==> src/rtl/lsra_pkg.sv <==
package lsra_pkg;

	localparam int IDX_W      = 5;
	localparam int END_W      = 17;
	localparam int ID_W       = 16;
	localparam int POS_W      = 16;
	localparam int NUM_W      = 5;
	localparam int BASE_W     = 4;
	localparam int CNT_W      = 5;
	localparam int CFG_IDX_W  = 1;
	localparam int CFG_DATA_W = 5;

	localparam logic [BASE_W-1:0] BASE_RESET  = 4'd4;
	localparam logic [CNT_W-1:0]  COUNT_RESET = 5'd7;

	typedef enum logic [CFG_IDX_W-1:0] {
		REG_BASE  = 1'b0,
		REG_COUNT = 1'b1
	} cfg_reg_t;

	typedef enum logic [1:0] {
		ST_IDLE,
		ST_SCAN,
		ST_DONE
	} state_t;

	// scan wave handed from cell to cell
	typedef struct packed {
		logic                    tok;
		logic                    found;
		logic [IDX_W-1:0]        free_idx;
		logic                    has_best;
		logic signed [END_W-1:0] best_end;
		logic [IDX_W-1:0]        best_idx;
		logic [ID_W-1:0]         best_tag;
	} carry_t;

	// slot write broadcast after the decision
	typedef struct packed {
		logic                    en;
		logic [IDX_W-1:0]        idx;
		logic signed [END_W-1:0] end_pos;
		logic [ID_W-1:0]         tag;
	} wr_t;

endpackage

==> src/rtl/lsra_in_if.sv <==
interface lsra_in_if;
	logic                                    valid;
	logic                                    ready;
	logic                                    first_of_pass;
	logic [lsra_pkg::ID_W-1:0]               interval_id;
	logic [lsra_pkg::POS_W-1:0]              interval_start;
	logic signed [lsra_pkg::END_W-1:0]       interval_end;

	modport source (
		output valid, first_of_pass, interval_id, interval_start, interval_end,
		input  ready
	);
	modport sink (
		input  valid, first_of_pass, interval_id, interval_start, interval_end,
		output ready
	);
endinterface

==> src/rtl/lsra_out_if.sv <==
interface lsra_out_if;
	logic                          valid;
	logic                          ready;
	logic                          got_register;
	logic [lsra_pkg::NUM_W-1:0]    register_number;
	logic                          evicted_valid;
	logic [lsra_pkg::ID_W-1:0]     evicted_id;

	modport source (
		output valid, got_register, register_number, evicted_valid, evicted_id,
		input  ready
	);
	modport sink (
		input  valid, got_register, register_number, evicted_valid, evicted_id,
		output ready
	);
endinterface

==> src/rtl/lsra_cell.sv <==
module lsra_cell #(
	parameter int IDX = 0
) (
	input  logic                              clk,
	input  logic                              arst_n,
	input  logic                              clear,
	input  logic [lsra_pkg::CNT_W-1:0]        pool_count,
	input  logic [lsra_pkg::POS_W-1:0]        start,
	input  lsra_pkg::wr_t                     wr,
	input  lsra_pkg::carry_t                  carry_in,
	output lsra_pkg::carry_t                  carry_out
);

	localparam logic [lsra_pkg::IDX_W-1:0] MY_IDX = lsra_pkg::IDX_W'(IDX);

	logic                                valid_q;
	logic signed [lsra_pkg::END_W-1:0]   end_q;
	logic [lsra_pkg::ID_W-1:0]           tag_q;
	logic                                expired;
	logic                                valid_after;
	logic                                in_pool;
	logic                                is_free;
	logic                                take_best;
	logic                                wr_hit;
	lsra_pkg::carry_t                    carry_d;

	assign expired     = end_q < $signed({1'b0, start});
	assign valid_after = valid_q && !expired;
	assign in_pool     = {1'b0, MY_IDX} < {1'b0, pool_count};
	assign is_free     = in_pool && !valid_after;
	assign take_best   = valid_after &&
		(!carry_in.has_best || (end_q >= $signed(carry_in.best_end)));
	assign wr_hit      = wr.en && (wr.idx == MY_IDX);

	always_comb begin
		carry_d = carry_in;
		if (!carry_in.found && is_free) begin
			carry_d.found    = 1'b1;
			carry_d.free_idx = MY_IDX;
		end
		if (take_best) begin
			carry_d.has_best = 1'b1;
			carry_d.best_end = end_q;
			carry_d.best_idx = MY_IDX;
			carry_d.best_tag = tag_q;
		end
	end

	always_ff @(posedge clk or negedge arst_n) begin
		if (!arst_n) begin
			valid_q   <= 1'b0;
			carry_out <= '0;
		end else begin
			carry_out <= carry_d;
			if (clear) begin
				valid_q <= 1'b0;
			end else if (wr_hit) begin
				valid_q <= 1'b1;
			end else if (carry_in.tok) begin
				valid_q <= valid_after;
			end
		end
	end

	always_ff @(posedge clk) begin
		if (wr_hit) begin
			end_q <= wr.end_pos;
			tag_q <= wr.tag;
		end
	end

endmodule

==> src/rtl/linear_scan_register_allocator.sv <==
// Linear-scan register allocator. Live intervals enter in increasing start
// order, one at a time; each yields one word: whether it got a register, the
// machine register number (base_register plus pool slot, mod 32), and the id of
// any active interval spilled to make room. Each pool slot is a cell in a
// chain of MAX_REGS cells. After an accept the expiry and search wave is
// launched and walks the cell chain, the finished wave is captured, then
// the decision is made and the slot written, and the block goes back to
// idle to take the next interval, so intervals are taken one at a time; the
// decision also waits while an earlier result word is still unaccepted. The
// result word sits in an output register, so the next interval can be
// accepted while it waits. Writing register_count clears the active set.
module linear_scan_register_allocator #(
	parameter int MAX_REGS = 16
) (
	input  logic                                  clk,
	input  logic                                  arst_n,
	input  logic                                  cfg_we,
	input  logic [lsra_pkg::CFG_IDX_W-1:0]        cfg_index,
	input  logic [lsra_pkg::CFG_DATA_W-1:0]       cfg_data,
	lsra_in_if.sink                               intervals,
	lsra_out_if.source                            grants
);

	lsra_pkg::state_t                    state_q, state_d;
	logic [lsra_pkg::BASE_W-1:0]         base_q;
	logic [lsra_pkg::CNT_W-1:0]          count_q;
	logic [lsra_pkg::POS_W-1:0]          start_q;
	logic signed [lsra_pkg::END_W-1:0]   end_q;
	logic [lsra_pkg::ID_W-1:0]           id_q;
	logic                                launch_q;
	lsra_pkg::carry_t                    fin_q;
	logic                                out_valid_q;
	logic                                got_q;
	logic [lsra_pkg::NUM_W-1:0]          num_q;
	logic                                ev_q;
	logic [lsra_pkg::ID_W-1:0]           evid_q;

	logic                                accept;
	logic                                decide;
	logic                                clear_all;
	logic                                evict;
	logic                                grant;
	logic [lsra_pkg::IDX_W-1:0]          slot;
	lsra_pkg::wr_t                       wr;
	lsra_pkg::carry_t                    chain [MAX_REGS+1];

	assign accept    = intervals.valid && intervals.ready;
	assign clear_all = (accept && intervals.first_of_pass) ||
		(cfg_we && (cfg_index == lsra_pkg::REG_COUNT));

	always_comb begin
		chain[0]     = '0;
		chain[0].tok = launch_q;
	end

	for (genvar g = 0; g < MAX_REGS; g++) begin : g_cell
		lsra_cell #(.IDX(g)) u_cell (
			.clk        (clk),
			.arst_n     (arst_n),
			.clear      (clear_all),
			.pool_count (count_q),
			.start      (start_q),
			.wr         (wr),
			.carry_in   (chain[g]),
			.carry_out  (chain[g+1])
		);
	end

	// decision on the finished wave
	assign evict = !fin_q.found && fin_q.has_best && ($signed(fin_q.best_end) > end_q);
	assign grant = fin_q.found || evict;
	assign slot  = fin_q.found ? fin_q.free_idx : fin_q.best_idx;

	always_comb begin
		wr.en      = decide && grant;
		wr.idx     = slot;
		wr.end_pos = end_q;
		wr.tag     = id_q;
	end

	always_comb begin
		state_d = state_q;
		unique case (state_q)
			lsra_pkg::ST_IDLE: if (accept) state_d = lsra_pkg::ST_SCAN;
			lsra_pkg::ST_SCAN: if (chain[MAX_REGS].tok) state_d = lsra_pkg::ST_DONE;
			lsra_pkg::ST_DONE: if (decide) state_d = lsra_pkg::ST_IDLE;
			default:           state_d = lsra_pkg::ST_IDLE;
		endcase
	end

	always_comb begin
		intervals.ready = 1'b0;
		decide          = 1'b0;
		unique case (state_q)
			lsra_pkg::ST_IDLE: intervals.ready = 1'b1;
			lsra_pkg::ST_SCAN: ;
			lsra_pkg::ST_DONE: decide = !out_valid_q || grants.ready;
			default:           ;
		endcase
	end

	always_ff @(posedge clk or negedge arst_n) begin
		if (!arst_n) begin
			state_q     <= lsra_pkg::ST_IDLE;
			base_q      <= lsra_pkg::BASE_RESET;
			count_q     <= lsra_pkg::COUNT_RESET;
			launch_q    <= 1'b0;
			out_valid_q <= 1'b0;
		end else begin
			state_q  <= state_d;
			launch_q <= accept;
			if (cfg_we) begin
				unique case (cfg_index)
					lsra_pkg::REG_BASE:  base_q  <= cfg_data[lsra_pkg::BASE_W-1:0];
					lsra_pkg::REG_COUNT: count_q <= cfg_data;
					default: ;
				endcase
			end
			if (decide) begin
				out_valid_q <= 1'b1;
			end else if (grants.ready) begin
				out_valid_q <= 1'b0;
			end
		end
	end

	always_ff @(posedge clk) begin
		if (accept) begin
			start_q <= intervals.interval_start;
			end_q   <= intervals.interval_end;
			id_q    <= intervals.interval_id;
		end
		if (chain[MAX_REGS].tok) begin
			fin_q <= chain[MAX_REGS];
		end
		if (decide) begin
			got_q  <= grant;
			num_q  <= grant ? lsra_pkg::NUM_W'({1'b0, base_q} + slot) : '0;
			ev_q   <= evict;
			evid_q <= evict ? fin_q.best_tag : '0;
		end
	end

	assign grants.valid           = out_valid_q;
	assign grants.got_register    = got_q;
	assign grants.register_number = num_q;
	assign grants.evicted_valid   = ev_q;
	assign grants.evicted_id      = evid_q;

	a_launch_scan: assert property (@(posedge clk) disable iff (!arst_n)
		launch_q |-> state_q == lsra_pkg::ST_SCAN)
		else $error("scan wave launched outside scan state");

	a_decide_out: assert property (@(posedge clk) disable iff (!arst_n)
		decide |=> out_valid_q)
		else $error("decision did not load the result word");

	a_evict_grant: assert property (@(posedge clk) disable iff (!arst_n)
		(decide && evict) |-> (grant && !fin_q.found))
		else $error("eviction without grant");

	a_one_item: assert property (@(posedge clk) disable iff (!arst_n)
		accept |=> !intervals.ready)
		else $error("second interval taken during scan");

endmodule
==> src/flat_wrapper.sv <==
// flat-port wrapper written by rule: the top's interface ports become plain ports
module linear_scan_register_allocator_flat 
#(
	parameter int MAX_REGS = 16
)
  (clk, arst_n, cfg_we, cfg_index, cfg_data, intervals_valid, intervals_first_of_pass, intervals_interval_id, intervals_interval_start, intervals_interval_end, intervals_ready, grants_valid, grants_got_register, grants_register_number, grants_evicted_valid, grants_evicted_id, grants_ready);
  lsra_in_if intervals_i ();
  lsra_out_if grants_i ();
  input  logic clk;
  input  logic arst_n;
  input  logic cfg_we;
  input  logic [lsra_pkg::CFG_IDX_W-1:0] cfg_index;
  input  logic [lsra_pkg::CFG_DATA_W-1:0] cfg_data;
  input wire logic [$bits(intervals_i.valid)-1:0] intervals_valid;
  input wire logic [$bits(intervals_i.first_of_pass)-1:0] intervals_first_of_pass;
  input wire logic [$bits(intervals_i.interval_id)-1:0] intervals_interval_id;
  input wire logic [$bits(intervals_i.interval_start)-1:0] intervals_interval_start;
  input wire logic [$bits(intervals_i.interval_end)-1:0] intervals_interval_end;
  output wire logic [$bits(intervals_i.ready)-1:0] intervals_ready;
  output wire logic [$bits(grants_i.valid)-1:0] grants_valid;
  output wire logic [$bits(grants_i.got_register)-1:0] grants_got_register;
  output wire logic [$bits(grants_i.register_number)-1:0] grants_register_number;
  output wire logic [$bits(grants_i.evicted_valid)-1:0] grants_evicted_valid;
  output wire logic [$bits(grants_i.evicted_id)-1:0] grants_evicted_id;
  input wire logic [$bits(grants_i.ready)-1:0] grants_ready;
  assign intervals_i.valid = intervals_valid;
  assign intervals_i.first_of_pass = intervals_first_of_pass;
  assign intervals_i.interval_id = intervals_interval_id;
  assign intervals_i.interval_start = intervals_interval_start;
  assign intervals_i.interval_end = intervals_interval_end;
  assign intervals_ready = intervals_i.ready;
  assign grants_valid = grants_i.valid;
  assign grants_got_register = grants_i.got_register;
  assign grants_register_number = grants_i.register_number;
  assign grants_evicted_valid = grants_i.evicted_valid;
  assign grants_evicted_id = grants_i.evicted_id;
  assign grants_i.ready = grants_ready;
  linear_scan_register_allocator #(.MAX_REGS(MAX_REGS)) u_core (.clk(clk), .arst_n(arst_n), .cfg_we(cfg_we), .cfg_index(cfg_index), .cfg_data(cfg_data), .intervals(intervals_i), .grants(grants_i));
endmodule
==> config.mk <==
export PLATFORM = sky130hd
export DESIGN_NAME = linear_scan_register_allocator_flat
export DESIGN_NICKNAME = d
export VERILOG_FILES = /design/src/rtl/lsra_pkg.sv /design/src/rtl/lsra_in_if.sv /design/src/rtl/lsra_out_if.sv /design/src/rtl/lsra_cell.sv /design/src/rtl/linear_scan_register_allocator.sv /design/src/flat_wrapper.sv
export SDC_FILE = /design/constraint.sdc
export NUM_CORES = 2
export LEC_CHECK = 0
export BUFFER_PORTS_ARGS = -buffer_cell sky130_fd_sc_hd__buf_2
export CAP_MARGIN = 10
export CORE_MARGIN = 1
export CORE_UTILIZATION = 30
export DETAILED_ROUTE_END_ITERATION = 16
export GPL_TIMING_DRIVEN = 0
export PLACE_DENSITY = 0.55
export SYNTH_ARGS = -nofsm -noshare
export SYNTH_HDL_FRONTEND = slang
export SYNTH_HIERARCHICAL = 1
export SYNTH_SLANG_ARGS = --single-unit
==> constraint.sdc <==
create_clock -name clk -period 7.6 [get_ports clk]
set_input_delay 1.52 -clock clk [delete_from_list [all_inputs] [get_ports clk]]
set_output_delay 1.52 -clock clk [all_outputs]
set_load 0.01 [all_outputs]
# Yosys cells after proc, flatten, opt, wreduce, memory -nomap -nowiden
# Index checks and enable logic that the tools add are counted.
[word_totals]
output_inout_bits = 25
ff_bits = 1410
inputBits = 61
wordCells = 525
[classes]
reduce_logical = 188
magnitude_cmp = 48
muxes = 89
add_sub_neg = 1
eq_ne = 20
bitwise = 1
[ops]
columns = ["cell", "n"]
rows = [
  ["$mux W39", 16],
  ["$lt A17 B17 Y1", 16],
  ["$ge A17 B17 Y1", 15],
  ["$mux W6", 16],
  ["$logic_and A1 B1 Y1", 84],
  ["$logic_not A1 Y1", 64],
  ["$mux W1", 52],
  ["$reduce_bool A3 Y1", 16],
  ["$eq A5 B4 Y1 const B", 8],
  ["$lt A4 B5 Y1 const A", 8],
  ["$eq A5 B3 Y1 const B", 4],
  ["$lt A3 B5 Y1 const A", 4],
  ["$logic_or A1 B1 Y1", 18],
  ["$gt A17 B17 Y1", 1],
  ["$eq A5 B2 Y1 const B", 2],
  ["$lt A1 B5 Y1 const A", 2],
  ["$lt A2 B5 Y1 const A", 2],
  ["$mux W2", 3],
  ["$pmux W2 S3", 1],
  ["$add A4 B5 Y5", 1],
  ["$eq A5 B1 Y1 const B", 1],
  ["$logic_not A5 Y1", 1],
  ["$mux W5", 1],
  ["$ne A2 B1 Y1 const B", 2],
  ["other kinds (8)", 9],
]

# Depth between registers and ports, before layout
[logic_depth]
ltp_word = 8
ltp_mapped = 12

# Modules after synthesis
# Netlist, hierarchy kept.
[by_module_without_submodules]
columns = ["module", "cells_per_inst", "n_inst", "area_each_um2", "seq_area_each_um2"]
rows = [
  ["lsra_cell at u_core.g_cell[2].u_cell ...", 254, 2, 3587.2, 2167.1],
  ["lsra_cell at u_core.g_cell[3].u_cell ...", 254, 2, 3580.9, 2167.1],
  ["linear_scan_register_allocator", 269, 1, 4971.0, 3843.7],
  ["lsra_cell at u_core.g_cell[9].u_cell", 259, 1, 3677.3, 2167.1],
  ["lsra_cell at u_core.g_cell[12].u_cell", 256, 1, 3616.0, 2167.1],
  ["lsra_cell at u_core.g_cell[4].u_cell", 257, 1, 3611.0, 2167.1],
  ["lsra_cell at u_core.g_cell[10].u_cell", 258, 1, 3597.2, 2167.1],
  ["lsra_cell at u_core.g_cell[15].u_cell", 253, 1, 3594.7, 2167.1],
  ["lsra_cell at u_core.g_cell[1].u_cell", 257, 1, 3589.7, 2167.1],
  ["lsra_cell at u_core.g_cell[6].u_cell", 254, 1, 3588.4, 2167.1],
  ["lsra_cell at u_core.g_cell[0].u_cell", 255, 1, 3587.2, 2167.1],
  ["lsra_cell at u_core.g_cell[14].u_cell", 254, 1, 3585.9, 2167.1],
  ["lsra_cell at u_core.g_cell[8].u_cell", 258, 1, 3585.9, 2167.1],
  ["lsra_cell at u_core.g_cell[13].u_cell", 254, 1, 3583.4, 2167.1],
  ["lsra_cell at u_core.g_cell[11].u_cell", 254, 1, 3582.2, 2167.1],
]

# Worst setup path after synthesis
# OpenSTA, ideal clock, no wires.
[synth_path]
path_kind = "input -> register"
start = "in grants_ready"
end = "reg u_core/g_cell[2].u_cell/end_q[0] (netlist name), enable pin"
n_path_buf = 0
cell_stages = 5
arrival_ps = 6814
setup_slack_ps = 312
path_cell_list = "nand2b_1 -> nor2b_1 -> a21boi_0 -> or4b_2 -> nor3b_1"
[synth_rtl]
columns = ["item", "line", "text"]
rows = [
  ["start: declaration", "flat_wrapper.sv:25", "input wire logic [$bits(grants_i.ready)-1:0] grants_ready;"],
  ["end signal: assignment", "lsra_cell.sv:67", "end_q <= wr.end_pos;"],
  ["end: declaration", "lsra_cell.sv:17", "logic signed [lsra_pkg::END_W-1:0] end_q;"],
]

==> results.json <==
{
  "status": "completed",
  "period_share_pct": 71.24,
  "async_reset_ff_share_pct": 54.26,
  "irDropWorstVdd_uv": 162.5,
  "vias_per_cell": 4.565,
  "place_ws_ns": 2.203,
  "crit_path_end_kind": "flip-flop",
  "utilization_pct": 35.41,
  "rows": 167,
  "avgSynthCellArea_sq_um": 14.36,
  "tritoncts": "yes",
  "portBuffers": 85,
  "cts_setup_buffers": 0,
  "syn_inst": 4354,
  "crit_path_start_kind": "flip-flop",
  "fin_worst_skew_ns": 0.03167,
  "setup_violations": 0,
  "synthFlopType": "dfrtp_1",
  "gp_routability_congestion": 0.8624,
  "cp_slowest_cell": "edfxtp_1",
  "syn_to_final_growth_pct": 17.31,
  "num_io_pins": 86,
  "worst_pin_slew_ns": 1.310,
  "pwr_density_cell_nw_per_um2": 229.0,
  "num_vias": 34930,
  "synth_edf_count": 645,
  "cpPeakStageDelay_ns": 1.05,
  "hpwl_microns": 113900,
  "crit_chain": "inv_1 -> ha_1 -> and3_1 -> o21ai_0 -> and3_1 -> o221ai_2 -> mux2_4 -> a21boi_2 -> or4b_2 -> nor3b_2 -> buf_6 -> buf_8 -> buf_6",
  "fin_setup_tns_ns": 0,
  "drtAntennaViolNets": 0,
  "core_sq_um": 207100,
  "clockRootBuffer": "clkbuf_16",
  "grt_max_degree": 125,
  "path_clk_slew_ns": 0.06,
  "combPwrFrac_pct": 5.0,
  "drc_errors": 0,
  "leakagePower_nw": 32.25,
  "antenna_found_initial": 8,
  "rsz0062_at_grt": "no",
  "die_w_microns": 458.5,
  "min_path_type": "reg2reg",
  "die_area_sq_um": 210200,
  "drtIter0Drc": 2165,
  "cts_max_level": 4,
  "seqPwrFrac_pct": 50.2,
  "overflow": 0,
  "grt_usage_pct": 14.50,
  "final_max_slew_viol_count": 0,
  "nets": 5327,
  "ys.warnings.count": 6,
  "worstPathRequired_ns": 8.09,
  "wirelength_microns": 152000,
  "drive_gt1_share_pct": 22.50,
  "mappedNetlistArea_sq_um": 62510,
  "layout_min_cycle_time_ns": 5.414,
  "cts_resized": 0,
  "crit_type": "reg2reg",
  "routedWlPerCell_microns": 19.86,
  "clk-insertion-delay-late_ns": 0.79,
  "drt_pass1_iterations": 5,
  "ys_ff_latch": 1410,
  "cts.sinks": 1410,
  "clock.fmax_mhz": 184.7,
  "start_util_pct": 30.19,
  "dp.cells": 7366,
  "synth_cell_types": 83,
  "max_slew_margin_pct": 12.65,
  "cts_max_path_buffers": 3,
  "power.switching_mw": 3.702,
  "postCtsHoldBufs": 0,
  "clock_power_share_pct": 44.8,
  "ys_seq_area_share_pct": 61.62,
  "numCtsBuffers": 151,
  "die_h_microns": 458.5,
  "critPathArrivalTime_ns": 5.91,
  "p_int_mw": 13.09,
  "switching_share_pct": 22.04,
  "fin_ws_ns": 2.186,
  "grt_pass1_wl_microns": 228700,
  "power.total_mw": 16.79,
  "grt_pass1_vias": 36390,
  "hold_violations": 0,
  "max_cap_violations": 0,
  "post_layout_nonfiller_instances": 7651,
  "cp_max_fo": 17
}
## cell families after synthesis
kind of cell               after synthesis  share of synthesized area [%]
and+or+nand+nor                        736                          7.008
AOI/OAI and AO/OA                      497                          5.166
muxes                                  533                          10.94
adders and majority gates              534                          10.70
xor gates and xnor gates                 3                        0.04204
buffers and inverters                  640                          4.518
DFF                                   1410                          61.62
other                                    1                       0.005999
## power by group through the flow
| stage | clock network (mW) | logic (mW) | registers [mW] |
|---|---|---|---|
| floorplan | 0 | 0.560 | 8.48 |
| global placement | 0 | 0.789 | 8.60 |
| detailed placement | 0 | 0.853 | 8.58 |
| CTS | 7.74 | 0.861 | 8.43 |
| global route | 8.04 | 0.953 | 8.45 |
| finish | 7.52 | 0.846 | 8.43 |
## critical path, delay by kind of cell (launching register included)
family,cells,cell delay [ns]
AND/OR/NAND/NOR,4,1.41
AO/OA/AOI/OAI,3,1.13
flip-flops,1,1.05
buffers and inverters,4,0.69
multiplexers,1,0.38
adder cells (fa/ha/maj),1,0.37
## state kept, by name, summed over array words and instances (netlist names), 2 cells and up
register and cells:
u_core/g_cell.u_cell/end_q 272, u_core/start_q 16, u_core/grants.register_number 5, u_core/g_cell.u_cell/valid_q 16
u_core/g_cell.u_cell/tag_q 256, u_core/grants.evicted_id 16, u_core/id_q 16, u_core/count_q 5
u_core/end_q 17, u_core/g_cell.u_cell/carry_out 736, u_core/fin_q 45, u_core/state_q 2
u_core/base_q 4
## layer usage
metal	wire length (microns)	track usage [%]	part of all wire, %	vias to the layer above
met2	75710	24.99	50	691
met5	13	0	0.0086	-
met4	5300	5.498	3.5	2
met3	5647	2.274	3.7	287
li1	-	-	-	16340
met1	65300	18.17	43	17610
## cells in the mapped netlist, drive strengths merged, types with 8 or more instances
cell	n	area share [%]
dfrtp	761	30
edfxtp	645	31
inv	572	3.4
ha	533	11
mux2	525	11
a21oi	174	1.4
nand2	119	0.71
nand4	103	1.0
o21ai	90	0.73
nor2	75	0.45
buf	67	1.1
and2	65	0.65
nor2b	58	0.59
a21o	49	0.59
nor3	49	0.40
nand2b	47	0.47
a211oi	46	0.55
nand3	40	0.33
or2	35	0.35
nor3b	32	0.50
a2111oi	18	0.25
nor4	18	0.19
a31oi	17	0.17
or3	16	0.16
or4	15	0.19
nand4b	14	0.24
o21a	13	0.16
o31ai	13	0.16
o2111ai	12	0.17
nor4bb	11	0.18
o22ai	11	0.13
and3	10	0.10
a2bb2oi	9	0.13
nor4b	9	0.16
mux2i	8	0.13
## path summary, 6_finish.rpt
check / startpoint / endpoint / slack, ns / cells after the start
worst max register to register: u_core/end_q[4]$_DFFE_PP_ / u_core/g_cell[2].u_cell/end_q[7]$_DFFE_PP_ / 2.19 / 13
worst max-delay path: u_core/end_q[4]$_DFFE_PP_ / u_core/g_cell[2].u_cell/end_q[7]$_DFFE_PP_ / 2.19 / 13
worst min register to register: u_core/launch_q$_DFF_PN0_ / u_core/g_cell[0].u_cell/carry_out[45]$_DFF_PN0_ / 0.39 / 0
max in group asynchronous: arst_n / u_core/g_cell[15].u_cell/carry_out[7]$_DFF_PN0_ / 4.29 / 5
worst min-delay path: u_core/launch_q$_DFF_PN0_ / u_core/g_cell[0].u_cell/carry_out[45]$_DFF_PN0_ / 0.39 / 0
min in group asynchronous: arst_n / u_core/g_cell[0].u_cell/carry_out[35]$_DFF_PN0_ / 0.74 / 1
## placed cells by master, fill, tap and decap left out, types with 11 or more instances in the layout
master,synthesis,layout
nand3_1,39,39
nand4b_1,12,12
and2_1,65,64
nand2b_1,47,47
o21a_1,13,13
or4_1,14,14
buf_6,47,77
mux2_2,300,300
o31ai_1,13,13
o2111ai_1,12,12
a21oi_1,170,170
a21o_1,49,49
nand4_1,103,103
nor2_1,75,75
inv_1,572,571
a211oi_1,46,46
dfrtp_1,761,760
nor4bb_1,11,11
clkbuf_16,0,158
a31oi_1,17,17
buf_2,14,98
clkinv_2,0,24
edfxtp_1,645,645
ha_1,533,533
nor4_1,17,17
mux2_4,225,225
o21ai_1,11,11
buf_16,0,29
nand2_1,119,119
nor2b_1,57,56
nor3_1,48,45
a2111oi_0,18,18
or2_2,35,35
clkbuf_8,0,27
or3_1,16,16
o21ai_0,78,78
nor3b_2,15,24
clkbuf_1,1,35
conb_1,1,65
## through the flow
step | area (sq um) | hold WS [ns]
final | 73330 | 0.3930
after global placement | 66660 | 0.3828
after floorplan | 62750 | 0.3537
after detailed placement | 68140 | 0.3884
after global routing | 73320 | 0.4030
after CTS | 73300 | 0.3979
## final cells by class
cell class              instances  area [sq um]
multi-input cells            2368         21480
well taps                    2788          3488
repair buffers                161          1852
fillers                     19810        133700
clock inverters                64         705.7
flip-flops and latches       1410         38520
plain buffers                  68         676.9
diodes                          1         2.502
clock buffers                 219          4453
inverters                     572          2147
Note: power is estimated with default switching activity, not from simulation.
